File: config.mk
export PLATFORM = sky130hd
export DESIGN_NAME = tcs_luma
export DESIGN_NICKNAME = d
export VERILOG_FILES = /design/src/rtl/tone_curve_saturation_pixel_assert.svh /design/src/rtl/tcs_pkg.sv /design/src/rtl/tcs_luma.sv
export SDC_FILE = /design/constraint.sdc
export NUM_CORES = 1
export LEC_CHECK = 0
export ABC_AREA = 1
export BUFFER_PORTS_ARGS = -buffer_cell sky130_fd_sc_hd__clkbuf_2
export CAP_MARGIN = 20
export CORE_UTILIZATION = 55
export DETAILED_ROUTE_END_ITERATION = 10
export GPL_ROUTABILITY_DRIVEN = 0
export MAX_ROUTING_LAYER = met4
export PLACE_DENSITY = 0.8
export SYNTH_ARGS = -nofsm -noshare
export SYNTH_HDL_FRONTEND = slang
export SYNTH_SLANG_ARGS = --single-unit
File: constraint.sdc
create_clock -name clk -period 8.5 [get_ports clk]
set_clock_uncertainty 0.1 [all_clocks]
set_input_delay 1.275 -clock clk [delete_from_list [all_inputs] [get_ports clk]]
set_output_delay 1.275 -clock clk [all_outputs]
set_load 0.02 [all_outputs]
File: src/rtl/tone_curve_saturation_pixel_assert.svh
// Assertion macros shared by the RTL of the tone curve block.
`ifndef TONE_CURVE_SATURATION_PIXEL_ASSERT_SVH
`define TONE_CURVE_SATURATION_PIXEL_ASSERT_SVH

// The consequent must hold in the same cycle as the antecedent.
`define TCS_ASSERT_NOW(label, clk, rst_n, ante, cons) \
	label: assert property (@(posedge clk) disable iff (!rst_n) (ante) |-> (cons)) \
		else $error("tone curve block: same-cycle check failed");

// The consequent must hold in the cycle after the antecedent.
`define TCS_ASSERT_NEXT(label, clk, rst_n, ante, cons) \
	label: assert property (@(posedge clk) disable iff (!rst_n) (ante) |=> (cons)) \
		else $error("tone curve block: next-cycle check failed");

`endif

File: src/rtl/tcs_pkg.sv
package tcs_pkg;

	localparam int CURVE_ENTRIES = 256;
	localparam int CURVE_AW      = $clog2(CURVE_ENTRIES);
	localparam int PIX_W         = 8;
	localparam int GAIN_W        = 10;
	localparam int LUMA_W        = 24;
	localparam int LANES         = 3;

	// Rec.709 luma weights in Q16; they sum to exactly 65536.
	localparam logic [15:0] LUMA_R = 16'd13933;
	localparam logic [15:0] LUMA_G = 16'd46871;
	localparam logic [15:0] LUMA_B = 16'd4732;

	// Input kinds carried on tuser.
	localparam logic KIND_PIXEL = 1'b0;
	localparam logic KIND_WRITE = 1'b1;

	// Curve select codes; lane i holds the curve with code i.
	localparam logic [1:0] SEL_BLUE  = 2'd0;
	localparam logic [1:0] SEL_GREEN = 2'd1;
	localparam logic [1:0] SEL_RED   = 2'd2;

	// Register indexes (byte address bit 2).
	localparam logic REG_GAIN   = 1'b0;
	localparam logic REG_BYPASS = 1'b1;

	localparam logic [GAIN_W-1:0] GAIN_RESET = 10'd256;

	// Input tdata layout.
	localparam int S_TDATA_W = 56;
	localparam int M_TDATA_W = 32;
	localparam int ALPHA_LSB = 24;
	localparam int SEL_LSB   = 32;
	localparam int IDX_LSB   = 34;
	localparam int VAL_LSB   = 42;

	typedef struct packed {
		logic en1;
		logic en2;
		logic en3;
		logic en4;
	} pipe_en_t;

endpackage

File: src/rtl/tcs_luma.sv
module tcs_luma
	import tcs_pkg::*;
(
	input  logic              clk,
	input  pipe_en_t          en,
	input  logic [PIX_W-1:0]  cb_s1,
	input  logic [PIX_W-1:0]  cg_s1,
	input  logic [PIX_W-1:0]  cr_s1,
	output logic [LUMA_W-1:0] y16_s2
);

	logic [LUMA_W-1:0] pr, pg, pb;

	assign pr = {8'd0, LUMA_R} * {16'd0, cr_s1};
	assign pg = {8'd0, LUMA_G} * {16'd0, cg_s1};
	assign pb = {8'd0, LUMA_B} * {16'd0, cb_s1};

	// The weights sum to 65536, so the total never exceeds 24 bits.
	always_ff @(posedge clk) begin
		if (en.en2) begin
			y16_s2 <= pr + pg + pb;
		end
	end

endmodule

==> key figures <==
Floorplanning
  – Initial Util: 0.573
  – DIE WIDTH: 120 um
  – I/O pin total: 53
  – Die Span Y: 120 um
  – Std-Cell Rows: 42
  – Core area: 13500 um2
  – Die area: 14500 um2

Cells and area
  – Layout cells sized above 1: 0.0766
  – P&R area growth vs syn: 7.06%
  – Fin nets: 1238
  – Biggest regs: y16_s2 (24)
  – Largest Register: y16_s2
  – # fillers: 1156
  – Final core utilization: 0.614
  – Register area: 721 um2
  – Ant diodes: 0
  – Largest register FFs: 24
  – Area of the multi-input gates: 5960 um2

Clocking
  – Clock Tree Buf Depth: 2
  – Cts hold-fix bufs: 0
  – Clock sinks: 24
  – CTS tree: yes
  – Root buf cell: clkbuf_16
  – Reg clk slew, reported paths: 60 ps
  – PostCTS Resize Cnt: 0
  – H-tree level count: 1
  – Num CTS Buffers: 3
  – Postcts setup bufs: 0

Synthesis
  – Simple-gate share of the synthesized area: 0.125
  – Fraction of the mapped netlist area in adder cells: 0.590
  – Synth unique cells: 22
  – Yosys reg bits: 24
  – Sequential fraction of the synthesis area: 0.0934
  – Portion of netlist area occupied by mux cells: 0
  – Mapped cell area: 7710 um2
  – Syn nets: 1184
  – Avg Cell Area, Syn: 8.82 um2
  – Syn. warnings: 0
  – Post-synthesis compound-gate area fraction: 0.0339
  – Largest family of logic cells by synthesized area: adder cells
  – Area share of xor/xnor cells in the synthesized design: 0.0238
  – Cells after Synth: 874

Timing
  – Final worst path period share: 0.937
  – RSZ-0062 raised after global routing: no
  – Measured slew at the worst slew-check pin: 567 ps
  – Setup-failing EPs final: 0
  – Hold Fails Final Rpt: 0
  – Final Max Tran Viols: 0
  – Hold_ws: 1440 ps
  – Slew headroom: 0.622
  – Setup TNS: 0 ps
  – Setup ws final: 537 ps
  – Final Critical Period: 7960 ps
  – Peak Freq: 126 MHz

Drt
  – # DRC: 0
  – Vias post-DR: 5713
  – Pre-antenna DRT Iters: 7
  – Drt total wl: 16.3 mm
  – Via density per instance: 5.18
  – DRT antenna net count: 0
  – Wire per inst: 14.8 um
  – Iteration-0 DRC Markers: 417

Setup path
  – CP Launch Type: input port
  – Crit path depth: 26
  – Worst EP required: 8410 ps
  – Most used cell, CP: fa_1
  – CP Capture Type: flop
  – Critical path buffers and inverters: 5
  – Critical setup path kind: input port to flop
  – Crit. Startpoint: cb_s1[5]
  – CP max stage cell: fa_1
  – Critical Path Sink: y16_s2[19]
  – Data arrival time of the worst path: 7870 ps
  – Critical path's top delay family: adder cells
  – CP max FO: 5
  – CP max stage delay: 590 ps

Global routing
  – Initial antenna violation count: 0
  – Vias in the first global route: 5864
  – Largest net degree at the start of global routing: 25
  – GRT Util Overall: 0.249
  – First-pass GRT wire length: 27.3 mm
  – Grt ovf: 0

Run status
  – Status: finished clean

Min path
  – HP Class: input port to flop
  – WHS Path Cells: 2

Placement
  – Post-DP HPWL: 15.0 mm
  – IO buf count: 49
  – Post-place setup slack: 262 ps

Flow run
  – Max-Cap Viols: 0
-- layout by cell type (no fill, tap or decap), drive strengths merged --
cell    count
o21ai       7
a21oi      34
fa        138
nand3      34
nor2       32
clkbuf     52
nand3b      1
xor2       16
nor3        3
xnor2       5
inv       274
nand2     147
o21a        2
o21bai      5
edfxtp     24
nand4       3
clkinv      1
or2         2
and2        4
ha        143
-- synth_stat cells --
master / n / area share
inv_1: 274 / 0.13
ha_1: 143 / 0.23
nand2_1: 139 / 0.068
fa_1: 138 / 0.36
a21oi_1: 33 / 0.021
nand3_1: 32 / 0.021
nor2_1: 26 / 0.013
edfxtp_1: 24 / 0.093
xor2_1: 16 / 0.018
nand2_2: 8 / 0.0065
o21ai_0: 7 / 0.0045
nor2_2: 6 / 0.0049
o21bai_1: 5 / 0.0049
xnor2_1: 5 / 0.0057
and2_1: 4 / 0.0032
nand4_1: 3 / 0.0024
nor3_1: 3 / 0.0019
nand3_2: 2 / 0.0026
o21a_1: 2 / 0.0019
or2_2: 2 / 0.0016
a21oi_2: 1 / 0.0011
nand3b_1: 1 / 0.00097
-- metal layers --
metal / share of wire / GRT usage / vias up
li1: - / - / 2727
met1: 0.42 / 0.309 / 2752
met2: 0.50 / 0.439 / 192
met3: 0.044 / 0.0123 / 42
met4: 0.035 / 0.0841 / 0
met5: 0 / - / -
-- area by class of cell --
class                   instances  area share
well taps                     176      0.0267
inverters                     274       0.125
flip-flops and latches         24      0.0873
multi-input cells             576       0.722
clock inverters                 1    0.000455
clock buffers                   3     0.00909
repair buffers                 49      0.0297
-- worst min path at each step --
stage                     startpoint   endpoint  slack, ps
after global placement     y16_s2[6]  y16_s2[6]       1630
after global routing        cr_s1[0]  y16_s2[0]       1460
after CTS                   cr_s1[0]  y16_s2[0]       1440
after detailed placement   y16_s2[9]  y16_s2[9]       1630
after floorplan                en[2]  y16_s2[0]       1290
final                       cr_s1[0]  y16_s2[0]       1440
-- cells by family after synthesis --
family          count (synthesis)
compound gates                 48
xor+xnor                       21
fa+ha+maj                     281
buf+inv                       274
flops                          24
simple gates                  226
-- metrics by stage --
step,instance area (um2),instances
global placement,8180,1099
floorplan,7710,874
finish,8260,1103
global route,8260,1103
detailed placement,8180,1099
CTS,8260,1103
Power is left out: the tool's default activity adds up to more than one toggle a clock period on the data nets, which glitch-free logic cannot reach.
