==> src/rtl/tone_curve_saturation_pixel_assert.svh <==
// Assertion macros shared by the RTL of the tone curve block.
`ifndef TONE_CURVE_SATURATION_PIXEL_ASSERT_SVH
`define TONE_CURVE_SATURATION_PIXEL_ASSERT_SVH

// The consequent must hold in the same cycle as the antecedent.
`define TCS_ASSERT_NOW(label, clk, rst_n, ante, cons) \
	label: assert property (@(posedge clk) disable iff (!rst_n) (ante) |-> (cons)) \
		else $error("tone curve block: same-cycle check failed");

// The consequent must hold in the cycle after the antecedent.
`define TCS_ASSERT_NEXT(label, clk, rst_n, ante, cons) \
	label: assert property (@(posedge clk) disable iff (!rst_n) (ante) |=> (cons)) \
		else $error("tone curve block: next-cycle check failed");

`endif

==> src/rtl/tcs_pkg.sv <==
package tcs_pkg;

	localparam int CURVE_ENTRIES = 256;
	localparam int CURVE_AW      = $clog2(CURVE_ENTRIES);
	localparam int PIX_W         = 8;
	localparam int GAIN_W        = 10;
	localparam int LUMA_W        = 24;
	localparam int LANES         = 3;

	// Rec.709 luma weights in Q16; they sum to exactly 65536.
	localparam logic [15:0] LUMA_R = 16'd13933;
	localparam logic [15:0] LUMA_G = 16'd46871;
	localparam logic [15:0] LUMA_B = 16'd4732;

	// Input kinds carried on tuser.
	localparam logic KIND_PIXEL = 1'b0;
	localparam logic KIND_WRITE = 1'b1;

	// Curve select codes; lane i holds the curve with code i.
	localparam logic [1:0] SEL_BLUE  = 2'd0;
	localparam logic [1:0] SEL_GREEN = 2'd1;
	localparam logic [1:0] SEL_RED   = 2'd2;

	// Register indexes (byte address bit 2).
	localparam logic REG_GAIN   = 1'b0;
	localparam logic REG_BYPASS = 1'b1;

	localparam logic [GAIN_W-1:0] GAIN_RESET = 10'd256;

	// Input tdata layout.
	localparam int S_TDATA_W = 56;
	localparam int M_TDATA_W = 32;
	localparam int ALPHA_LSB = 24;
	localparam int SEL_LSB   = 32;
	localparam int IDX_LSB   = 34;
	localparam int VAL_LSB   = 42;

	typedef struct packed {
		logic en1;
		logic en2;
		logic en3;
		logic en4;
	} pipe_en_t;

endpackage

==> src/rtl/tcs_blend.sv <==
module tcs_blend
	import tcs_pkg::*;
(
	input  logic              clk,
	input  pipe_en_t          en,
	input  logic [PIX_W-1:0]  c_s1,
	input  logic [LUMA_W-1:0] y16_s2,
	input  logic [GAIN_W-1:0] gain,
	output logic [PIX_W-1:0]  res_s4
);

	logic        [PIX_W-1:0]  c_s2;
	logic signed [25:0]       diff;
	logic signed [36:0]       prod;
	logic signed [36:0]       prod_s3;
	logic        [LUMA_W-1:0] y16_s3;
	logic signed [37:0]       v;
	logic        [37:0]       rnd;

	always_ff @(posedge clk) begin
		if (en.en2) begin
			c_s2 <= c_s1;
		end
	end

	assign diff = $signed({2'b00, c_s2, 16'd0}) - $signed({2'b00, y16_s2});
	assign prod = diff * $signed({1'b0, gain});

	always_ff @(posedge clk) begin
		if (en.en3) begin
			prod_s3 <= prod;
			y16_s3  <= y16_s2;
		end
	end

	assign v   = $signed({6'd0, y16_s3, 8'd0}) + $signed({prod_s3[36], prod_s3});
	assign rnd = unsigned'(v) + 38'd8388608;

	always_ff @(posedge clk) begin
		if (en.en4) begin
			if (v <= 38'sd0) begin
				res_s4 <= '0;
			end else if (|rnd[37:32]) begin
				res_s4 <= '1;
			end else begin
				res_s4 <= rnd[31:24];
			end
		end
	end

endmodule

==> config.mk <==
export PLATFORM = sky130hd
export DESIGN_NAME = tcs_blend
export DESIGN_NICKNAME = d
export VERILOG_FILES = /design/src/rtl/tone_curve_saturation_pixel_assert.svh /design/src/rtl/tcs_pkg.sv /design/src/rtl/tcs_blend.sv
export SDC_FILE = /design/constraint.sdc
export NUM_CORES = 1
export LEC_CHECK = 0
export BUFFER_PORTS_ARGS = -buffer_cell sky130_fd_sc_hd__buf_2
export CAP_MARGIN = 20
export CORE_MARGIN = 8
export CORE_UTILIZATION = 55
export CTS_CLUSTER_DIAMETER = 60
export CTS_CLUSTER_SIZE = 25
export DETAILED_ROUTE_END_ITERATION = 16
export GPL_ROUTABILITY_DRIVEN = 0
export GPL_TIMING_DRIVEN = 0
export PLACE_DENSITY = 0.69
export SYNTH_ARGS = -nofsm -noshare
export SYNTH_HDL_FRONTEND = slang
export SYNTH_SLANG_ARGS = --single-unit
==> constraint.sdc <==
create_clock -name clk -period 26.6 [get_ports clk]
set_input_delay 5.32 -clock clk [delete_from_list [all_inputs] [get_ports clk]]
set_output_delay 5.32 -clock clk [all_outputs]
set_load 0.01 [all_outputs]
==> Flow_metrics.wiki <==
{| class="wikitable"
! Metric !! Value
|-
| Top_reg_cell synth || edfxtp_1
|-
| #FFs+latches synth || 76
|-
| Die Wd || 173.3 µm
|-
| RSZ-0062 raised after global routing || false
|-
| DP Cell Count || 1826
|-
| Clock buffer depth || 2
|-
| Remaining antenna violation count after routing || 0
|-
| Number of hold-repair buffers added at the cts stage || 0
|-
| Setup Viol. Count Final || 0
|-
| Arrival time worst endpoint || 13790 ps
|-
| Fin. Hold Viols || 0
|-
| Result of the run || finished, final reports clean
|-
| Clock slew at reported path FFs || ~70 ps
|-
| Max stage delay cell, worst path || a21oi_1
|-
| Critical Path Max Stage Delay || 640 ps
|-
| Number of top-level design ports || 55
|-
| P&R area growth vs syn || 7.356%
|-
| Placeable core region || 24320 µm²
|-
| Yosys synthesis warning count || 0
|-
| Final setup slack of the worst path || 12920 ps
|-
| Proportion of synthesized chip area in sequential cells || 16.77%
|-
| Wire length per cell || ~17 µm
|-
| Post-layout nets || 1895
|-
| Row count || 57
|-
| Detailed router's first-iteration violation count || 785
|-
| Clock tree from TritonCTS || done
|-
| Post-synthesis net count || approximately 1800
|-
| Number of max-cap violations || 0
|-
| Max-slew violation count || 0
|-
| Post-route clock period utilization || 51.42%
|-
| Worst-skew pair later-pin latency || 340 ps
|-
| Fraction of the mapped netlist area in compound gates || 10.52%
|-
| Initial antenna violation count || 2
|-
| Top cells by area, synth || fa_1, edfxtp_1, ha_1
|-
| Number of distinct standard cells referenced by the synthesized netlist || 67
|-
| Post-synthesis adder-cell area fraction || 42.46%
|-
| Synthesized netlist cell count || 1450
|-
| Top post-synthesis cells by count || inv_1, fa_1, nand2_1
|-
| Clock buffers created by TritonCTS || 9
|-
| Tightest slew margin relative to the limit || 21.78%
|-
| Via count of the routed design || roughly 10000
|-
| Post-synthesis xor/xnor area fraction || approximately 5.3%
|-
| Number of sinks on the clock net || 76
|-
| Share of layout cells above drive strength 1 || 6.965%
|-
| Fmax || 0.07311 GHz
|-
| Area of the die || around 30000 µm²
|-
| Largest family of logic cells by synthesized area || adder cells
|-
| Count of flip-flops with a built-in enable after synthesis || 76
|-
| Post-Synthesis Cell Area || 13610 µm²
|-
| Half-perimeter wire length of the detailed placement result || 26860 µm
|-
| R2r setup slk || 18280 ps
|-
| Transition time of the tightest slew-check pin || 1165 ps
|-
| Mean instance size in the synthesized netlist || 9.385 µm²
|-
| Placed standard-cell area || around 14000 µm²
|-
| Root Driver || clkbuf_16
|-
| Synth top area share || around a third
|-
| Share of synthesized area spent on multiplexers || less than 1%
|-
| Total track usage || 21.86%
|-
| Largest net degree at the start of global routing || 47
|-
| Post-Route Skew || 9.738 ps
|-
| Buffers plus inverters on the worst setup path || 7
|-
| Post-CTS Resized || 0
|-
| Fin Setup TNS || 0 ps
|-
| Required time of the critical path || 26710 ps
|-
| Final WL || 32300 µm
|-
| Critical path start-end classification || in -> reg
|-
| DR vias/cell || 5.498
|-
| Total gr overflow || 0
|-
| Nature of the critical path endpoint || flop
|-
| Final instance area || 14610 µm²
|-
| Total DRC errors in the routed layout || 0
|-
| Classification of the worst-slack hold path || reg -> reg
|-
| Post-layout minimum cycle time || 13680 ps
|-
| Cell type with the highest aggregate area in the netlist || fa_1
|-
| Post-synthesis simple-gate area fraction || 15.88%
|-
| Number of buffers inserted by port buffering || 50
|-
| Non-Filler Instances || 1848
|-
| Critical path peak fanout || 10
|-
| Number of search-and-repair iterations in the first detailed-routing pass || 5
|-
| Wire length of the first global-routing pass || 52970 µm
|-
| Number of global-route vias before repair || 10460
|-
| Effective utilization at floorplan || 55.96%
|-
| Synth async-reset ratio || 0%
|-
| Worst slack, placed || 12630 ps
|-
| Family of cells with the greatest summed delay on the critical path || adder cells
|-
| Most frequently used cell type in the post-synthesis netlist || inv_1
|-
| Post-CTS setup repair buffer count || 0
|-
| CTS H-tree depth || 3
|-
| Y dimension of the die || 173.3 µm
|-
| Kind of launch point of the worst setup path || primary input
|}
==> worst reg2reg max path: cells and delay by family (launching register included) <==
family / cells / cell delay, ps
AO/OA/AOI/OAI: 12 / 2990
XOR/XNOR: 1 / 230
adder cells (fa/ha/maj): 7 / 3330
buffers and inverters: 4 / 490
flip-flops: 1 / 420
AND/OR/NAND/NOR: 4 / 620
==> worst paths after layout <==
path,end,from,cells past startpoint
worst min-delay path,res_s4[1],prod_s3[35],3
worst min register to register,res_s4[1],prod_s3[35],3
worst max-delay path,prod_s3[35],y16_s2[0],31
worst max register to register,prod_s3[35],c_s2[0],28
==> per-layer routing <==
| layer | track usage [%] | wire [µm] | vias to the layer above |
|---|---|---|---|
| met5 | 0 | 0 | - |
| met4 | 7.582 | 1027 | 0 |
| met3 | 4.160 | 1671 | 64 |
| met2 | 35.16 | 14810 | 263 |
| met1 | 29.20 | 14790 | 5064 |
| li1 | - | - | 4770 |
==> through the flow <==
step | hold WS [ps] | utilization (%)
detailed placement | 914.1 | 58.76
global route | 982.1 | 60.07
global placement | 912.4 | 58.65
finish | 930.4 | 60.07
CTS | 923.6 | 59.93
floorplan | 818.7 | -
==> layout make-up <==
| class | count | area, µm² |
|---|---|---|
| Clock inverter | 7 | 57.56 |
| Sequential cell | 76 | 2282 |
| Multi-Input combinational cell | 1056 | 10130 |
| Timing Repair Buffer | 56 | 307.8 |
| Tap cell | 324 | 405.4 |
| Clock buffer | 9 | 225.2 |
| Fill cell | 2130 | 9711 |
| Antenna cell | 2 | 5.005 |
| Buffer | 32 | 125.1 |
| Inverter | 286 | 1074 |
==> sequential cells by signal, indices dropped and copies added, names as in the netlist <==
name,cells
c_s2,8
prod_s3,36
res_s4,8
y16_s3,24
==> logic make-up after synthesis <==
group	Yosys count
AOI/OAI and AO/OA	204
muxes	3
adders and majority gates	331
xor gates and xnor gates	80
and+or+nand+nor	438
DFF	76
buffers and inverters	318
==> layout by cell type, fill, tap and decap left out, drive strengths merged, types with 4 or more instances in the layout <==
cell / n
nand3: 18
a311oi: 4
o21bai: 15
a21o: 24
xnor2: 64
buf: 60
xor2: 16
or2: 7
and2: 113
nand4: 8
a31oi: 13
nor2b: 4
a31o: 4
nand2b: 5
o211ai: 4
a21oi: 66
a211oi: 8
o21ai: 32
fa: 218
and3: 7
nor4: 5
nor3b: 5
o31ai: 6
inv: 289
a211o: 4
nand2: 194
clkbuf: 37
o21a: 5
nor2: 41
edfxtp: 76
ha: 113
nor3: 14
Power is left out: the tool's default activity adds up to more than one toggle a clock period on the data nets, which glitch-free logic cannot reach.
