**src/rtl/tone_curve_saturation_pixel_assert.svh**
```systemverilog
// Assertion macros shared by the RTL of the tone curve block.
`ifndef TONE_CURVE_SATURATION_PIXEL_ASSERT_SVH
`define TONE_CURVE_SATURATION_PIXEL_ASSERT_SVH

// The consequent must hold in the same cycle as the antecedent.
`define TCS_ASSERT_NOW(label, clk, rst_n, ante, cons) \
	label: assert property (@(posedge clk) disable iff (!rst_n) (ante) |-> (cons)) \
		else $error("tone curve block: same-cycle check failed");

// The consequent must hold in the cycle after the antecedent.
`define TCS_ASSERT_NEXT(label, clk, rst_n, ante, cons) \
	label: assert property (@(posedge clk) disable iff (!rst_n) (ante) |=> (cons)) \
		else $error("tone curve block: next-cycle check failed");

`endif

```
**src/rtl/tcs_pkg.sv**
```systemverilog
package tcs_pkg;

	localparam int CURVE_ENTRIES = 256;
	localparam int CURVE_AW      = $clog2(CURVE_ENTRIES);
	localparam int PIX_W         = 8;
	localparam int GAIN_W        = 10;
	localparam int LUMA_W        = 24;
	localparam int LANES         = 3;

	// Rec.709 luma weights in Q16; they sum to exactly 65536.
	localparam logic [15:0] LUMA_R = 16'd13933;
	localparam logic [15:0] LUMA_G = 16'd46871;
	localparam logic [15:0] LUMA_B = 16'd4732;

	// Input kinds carried on tuser.
	localparam logic KIND_PIXEL = 1'b0;
	localparam logic KIND_WRITE = 1'b1;

	// Curve select codes; lane i holds the curve with code i.
	localparam logic [1:0] SEL_BLUE  = 2'd0;
	localparam logic [1:0] SEL_GREEN = 2'd1;
	localparam logic [1:0] SEL_RED   = 2'd2;

	// Register indexes (byte address bit 2).
	localparam logic REG_GAIN   = 1'b0;
	localparam logic REG_BYPASS = 1'b1;

	localparam logic [GAIN_W-1:0] GAIN_RESET = 10'd256;

	// Input tdata layout.
	localparam int S_TDATA_W = 56;
	localparam int M_TDATA_W = 32;
	localparam int ALPHA_LSB = 24;
	localparam int SEL_LSB   = 32;
	localparam int IDX_LSB   = 34;
	localparam int VAL_LSB   = 42;

	typedef struct packed {
		logic en1;
		logic en2;
		logic en3;
		logic en4;
	} pipe_en_t;

endpackage

```
**src/rtl/tcs_curve.sv**
```systemverilog
module tcs_curve
	import tcs_pkg::*;
(
	input  logic                clk,
	input  logic                we,
	input  logic [CURVE_AW-1:0] waddr,
	input  logic [PIX_W-1:0]    wdata,
	input  logic                re,
	input  logic [CURVE_AW-1:0] raddr,
	output logic [PIX_W-1:0]    rdata_s1
);

	logic [PIX_W-1:0] mem [CURVE_ENTRIES];

	always_ff @(posedge clk) begin
		if (we) begin
			mem[waddr] <= wdata;
		end
	end

	always_ff @(posedge clk) begin
		if (re) begin
			rdata_s1 <= mem[raddr];
		end
	end

endmodule

```
**config.mk**
```make
export PLATFORM = sky130hd
export DESIGN_NAME = tcs_curve
export DESIGN_NICKNAME = d
export VERILOG_FILES = /design/src/rtl/tone_curve_saturation_pixel_assert.svh /design/src/rtl/tcs_pkg.sv /design/src/rtl/tcs_curve.sv
export SDC_FILE = /design/constraint.sdc
export NUM_CORES = 2
export LEC_CHECK = 0
export BUFFER_PORTS_ARGS = -buffer_cell sky130_fd_sc_hd__buf_2
export CELL_PAD_IN_SITES_DETAIL_PLACEMENT = 0
export CELL_PAD_IN_SITES_GLOBAL_PLACEMENT = 1
export CORE_MARGIN = 1
export CORE_UTILIZATION = 56
export CTS_CLUSTER_DIAMETER = 50
export DETAILED_ROUTE_END_ITERATION = 10
export GPL_ROUTABILITY_DRIVEN = 0
export HOLD_SLACK_MARGIN = 0.12
export PLACE_DENSITY = 0.83
export SYNTH_ARGS = -nofsm -noshare
export SYNTH_HDL_FRONTEND = slang
export SYNTH_SLANG_ARGS = --single-unit
```
**constraint.sdc**
```tcl
create_clock -name clk -period 2.85 [get_ports clk]
set_input_delay 0.285 -clock clk [delete_from_list [all_inputs] [get_ports clk]]
set_output_delay 0.285 -clock clk [all_outputs]
set_load 0.01 [all_outputs]
```
==> flow_results.org <==
** Synthesis
- Cell type with the largest total area after synthesis :: edfxtp_1
- When the netlist entered floorplanning its net count stood at 3760.
- By area the synthesized netlist is led by edfxtp_1, mux4_2, mux2i_1, nor2_1, a22oi_1.
- Register bit total from synthesis :: 2056
- For this run, the leading register cell type out of synthesis is edfxtp_1.
- EDFF count, synth :: 2056
- Most used standard cell by instance count after synthesis :: edfxtp_1
- By count the netlist is led by edfxtp_1, mux4_2, nor2_1, mux2i_1, a22oi_1.
- Share of flip-flops with an asynchronous set or reset after synthesis :: 0%
- During synthesis, Yosys emitted a total of 0 warnings.
- Instance count of the mapped netlist :: 3733
- Synthesis instantiated 54 different standard cells from the library.
- Of the synthesized area, sequential elements account for 77.5%.
- In this run the mean area of a mapped cell was 21.3 µm².
- Summing every instance area after synthesis gives 79600 µm².
- Summed over its instances, the top area cell type makes up 77.5% of the synthesized netlist area.

** Floorplanning
- The floorplan step defined a core boundary enclosing 141000 µm².
- From left edge to right edge, the die measures 379 µm.
- From bottom edge to top edge, the die measures 379 µm.
- In this run the count of I/O pins placed on the die edge is 35.
- In this run the core area contains 138 standard-cell rows.
- Effective utilization at floorplan :: 56.4%
- The die covers 144000 µm².

** Clocking
- In this run the clock root is driven by a clkbuf_16.
- For this design, the sink count on the clock tree is 2056.
- Deepest clock path buffer count :: 3
- TritonCTS built the clock tree.
- After clock tree synthesis, the clock-pin slew on the worst setup and hold paths is 0.06 ns.
- At the later pin of the worst-skew pair, clock insertion delay measures 0.83 ns.
- Total number of H-tree levels :: 4
- Buffer count from post-CTS setup fixing :: 0
- Total clock buffers created by CTS :: 197

** Pwr
- The design draws 62500 µW.
- Dividing total power by cell area gives a power density of 674 nW/µm².
- Max VDD drop :: 830 µV
- Leakage :: 0.0300 µW

** Cells and area
- In the final design database the tool counted 4370 nets.
- Fraction of final layout cells sized beyond drive strength 1 :: 30.6%
- Relative area change from synthesis to final layout :: 16.5%
- After the flow finishes, the layout carries non-filler instances totaling 6395.

** STA
- Setup TNS :: 0 ns
- The final critical path takes up 96.9% of the cycle.
- Transition time at the pin with the least slew margin :: 0.944 ns
- Measured against its own limit, the worst slew margin works out to 36.5%.
- Maximum clock frequency :: 0.362 GHz
- Setup violations remaining at the end of the flow were counted as 0.
- RSZ-0062 raised after global routing :: false
- After layout, the minimum clock period comes to 2.76 ns.
- On the final layout, the worst clock skew is 0.0484 ns.
- Hold violation total from the final report :: 0
- The number of pins exceeding their max-slew limit in the final report came to 0.

** Drt
- Post-detailed-route DRC marker count :: 0
- Vias per cell :: 6.45
- Post-Route WL :: 196000 µm
- The detail route stage leaves a number of antenna-violating nets equal to 0.
- Drt first pass iters :: 5
- For this block, the initial DRC count from the detailed router was 5696.
- Avg WL per Cell :: 30.6 µm
- The detailed router placed 41200 vias in this run.

** Critical path
- In this run the worst path has a maximum fanout of 1.
- STA classifies the critical path endpoint as a register.
- Crit path DAT :: 3.35 ns
- Reg-to-reg setup timing slack :: 0.09 ns
- At the worst endpoint, the required time is 3.44 ns.
- The endpoint identified for the worst register-to-register timing path is rdata_s1[7].
- Nature of the critical path startpoint :: register
- The worst setup path is of the register to register kind.
- The kind of cell with the highest combined delay along the critical path is multiplexers.
- Worst reg2reg startpoint :: mem[67][7]
- Cell at the slowest stage of the critical path :: nor4_1
- Cell-by-cell listing of the critical path :: mux4_2 > mux4_2 > nor2b_1 > nor4_1 > buf_4 > nor4_1
- Delay contributed by the slowest stage of the critical path :: 0.68 ns
- Number of buffer and inverter instances along the worst setup path :: 1
- Worst reg-to-reg path cell count :: 6

** Global routing
- The total overflow left after global routing is 0.
- Entering global routing, the biggest net connects 104 pins.
- Via count of the first global-routing pass :: 41200
- Global routing used 27.7% of the available tracks.
- The first global-routing pass estimated 283000 µm of wire.
- The initial antenna violation count was 11.

** Placed design
- In this run, placement finished with an instance count of 6022.
- Count of input and output buffers :: 34
- Final HPWL DP :: 123000 µm

** Flow run
- Max capacitance violation total :: 0

** Worst hold path
- In this run the most critical hold path is launched from waddr[7].
- Hold depth :: 4
- Kind of path behind the tightest hold check :: primary input to register
- Hold Path End :: mem[222][2]

** Run status
- Status :: complete, no violations
==> worst reg2reg max path, delay by kind of cell (launching register included) <==
kind	cells	cell delay, ns
buffers and inverters	1	0.24
muxes	2	1.03
DFF	1	0.36
and+or+nand+nor	3	0.90
==> cells in the final DEF, fill, tap and decap left out, types with 10 or more instances in the layout <==
| master | Yosys | final |
|---|---|---|
| a211oi_1 | 16 | 16 |
| a21oi_1 | 96 | 96 |
| a221oi_1 | 13 | 13 |
| a22oi_1 | 133 | 133 |
| buf_12 | 8 | 73 |
| buf_2 | 31 | 23 |
| buf_4 | 27 | 526 |
| bufinv_16 | 0 | 19 |
| clkbuf_1 | 111 | 39 |
| clkbuf_16 | 0 | 200 |
| clkinv_1 | 1 | 52 |
| clkinv_2 | 0 | 32 |
| dlygate4sd3_1 | 0 | 12 |
| edfxtp_1 | 2056 | 2056 |
| mux2i_1 | 134 | 134 |
| mux4_2 | 454 | 454 |
| nand2_1 | 33 | 33 |
| nand3_1 | 34 | 34 |
| nand4_1 | 10 | 10 |
| nor2_1 | 282 | 279 |
| nor2b_1 | 31 | 28 |
| nor3_1 | 22 | 22 |
| nor4_1 | 24 | 23 |
| o211ai_1 | 10 | 10 |
| o21ai_0 | 10 | 10 |
| o221ai_1 | 46 | 46 |
| o22ai_1 | 28 | 28 |
==> through the flow <==
step | util [%] | hold slack (ns) | setup WS [ns] | instance area (µm²)
6_report | 65.7 | 0.262 | 0.0896 | 92800
5_1_grt | 65.7 | 0.258 | 0.0553 | 92800
4_1_cts | 65.7 | 0.171 | 0.0673 | 92800
3_5_place_dp | 61.1 | 0.683 | -0.575 | 86300
3_3_place_gp | 61.1 | 0.690 | -0.607 | 86300
2_1_floorplan | - | 0.384 | 0.489 | 79600
==> worst max-delay path by stage <==
stage | from | cells past startpoint | slack (ns) | end
2_1_floorplan | raddr[0] | 9 | 0.49 | rdata_s1[2]
3_3_place_gp | raddr[0] | 10 | -0.61 | rdata_s1[5]
3_5_place_dp | raddr[0] | 10 | -0.58 | rdata_s1[6]
4_1_cts | mem[67][7] | 6 | 0.07 | rdata_s1[7]
5_1_grt | mem[87][7] | 6 | 0.06 | rdata_s1[7]
6_report | mem[67][7] | 6 | 0.09 | rdata_s1[7]
==> routing by layer <==
| metal | part of all wire (%) | GRT usage [%] |
|---|---|---|
| met1 | 37 | 38.4 |
| met5 | 0.041 | 0 |
| met3 | 11 | 6.45 |
| met2 | 48 | 43.1 |
| met4 | 3.7 | 10.4 |
==> cell families after synthesis <==
| kind of cell | count (synthesis) | synth area share (%) |
|---|---|---|
| simple gates | 466 | 2.63 |
| mux | 591 | 14.6 |
| compound gates | 385 | 3.42 |
| buf+inv | 235 | 1.83 |
| flops | 2056 | 77.5 |
==> layout make-up <==
type                            count  area, µm²
Tap cell                         1890       2360
Clock inverter                    121       1210
Sequential cell                  2056      61700
Clock buffer                      239       5150
Multi-Input combinational cell   1442      16500
Fill cell                        8892      48500
Antenna cell                        1       2.50
Timing Repair Buffer              644       5790
Inverter                            2       7.51
==> flip-flops by register name, summed over array words and instances (netlist names) <==
name	cells
mem	2048
rdata_s1	8
==> where the power goes <==
group | total, µW | leakage (µW) | internal [µW] | switching (µW)
registers | 33400 | 0.0185 | 33300 | 56.2
clock network | 25700 | 0.00311 | 14600 | 11100
logic | 3360 | 0.00838 | 1340 | 2020
total | 62500 | 0.0300 | 49300 | 13200
==> timing repair <==
item,4_1_cts,5_1_grt
endpoints found under the setup margin,1,0
resized for setup,1,0
endpoints found under the hold margin,423,0
hold buffers,12,0
Note: power is estimated with default switching activity, not from simulation.
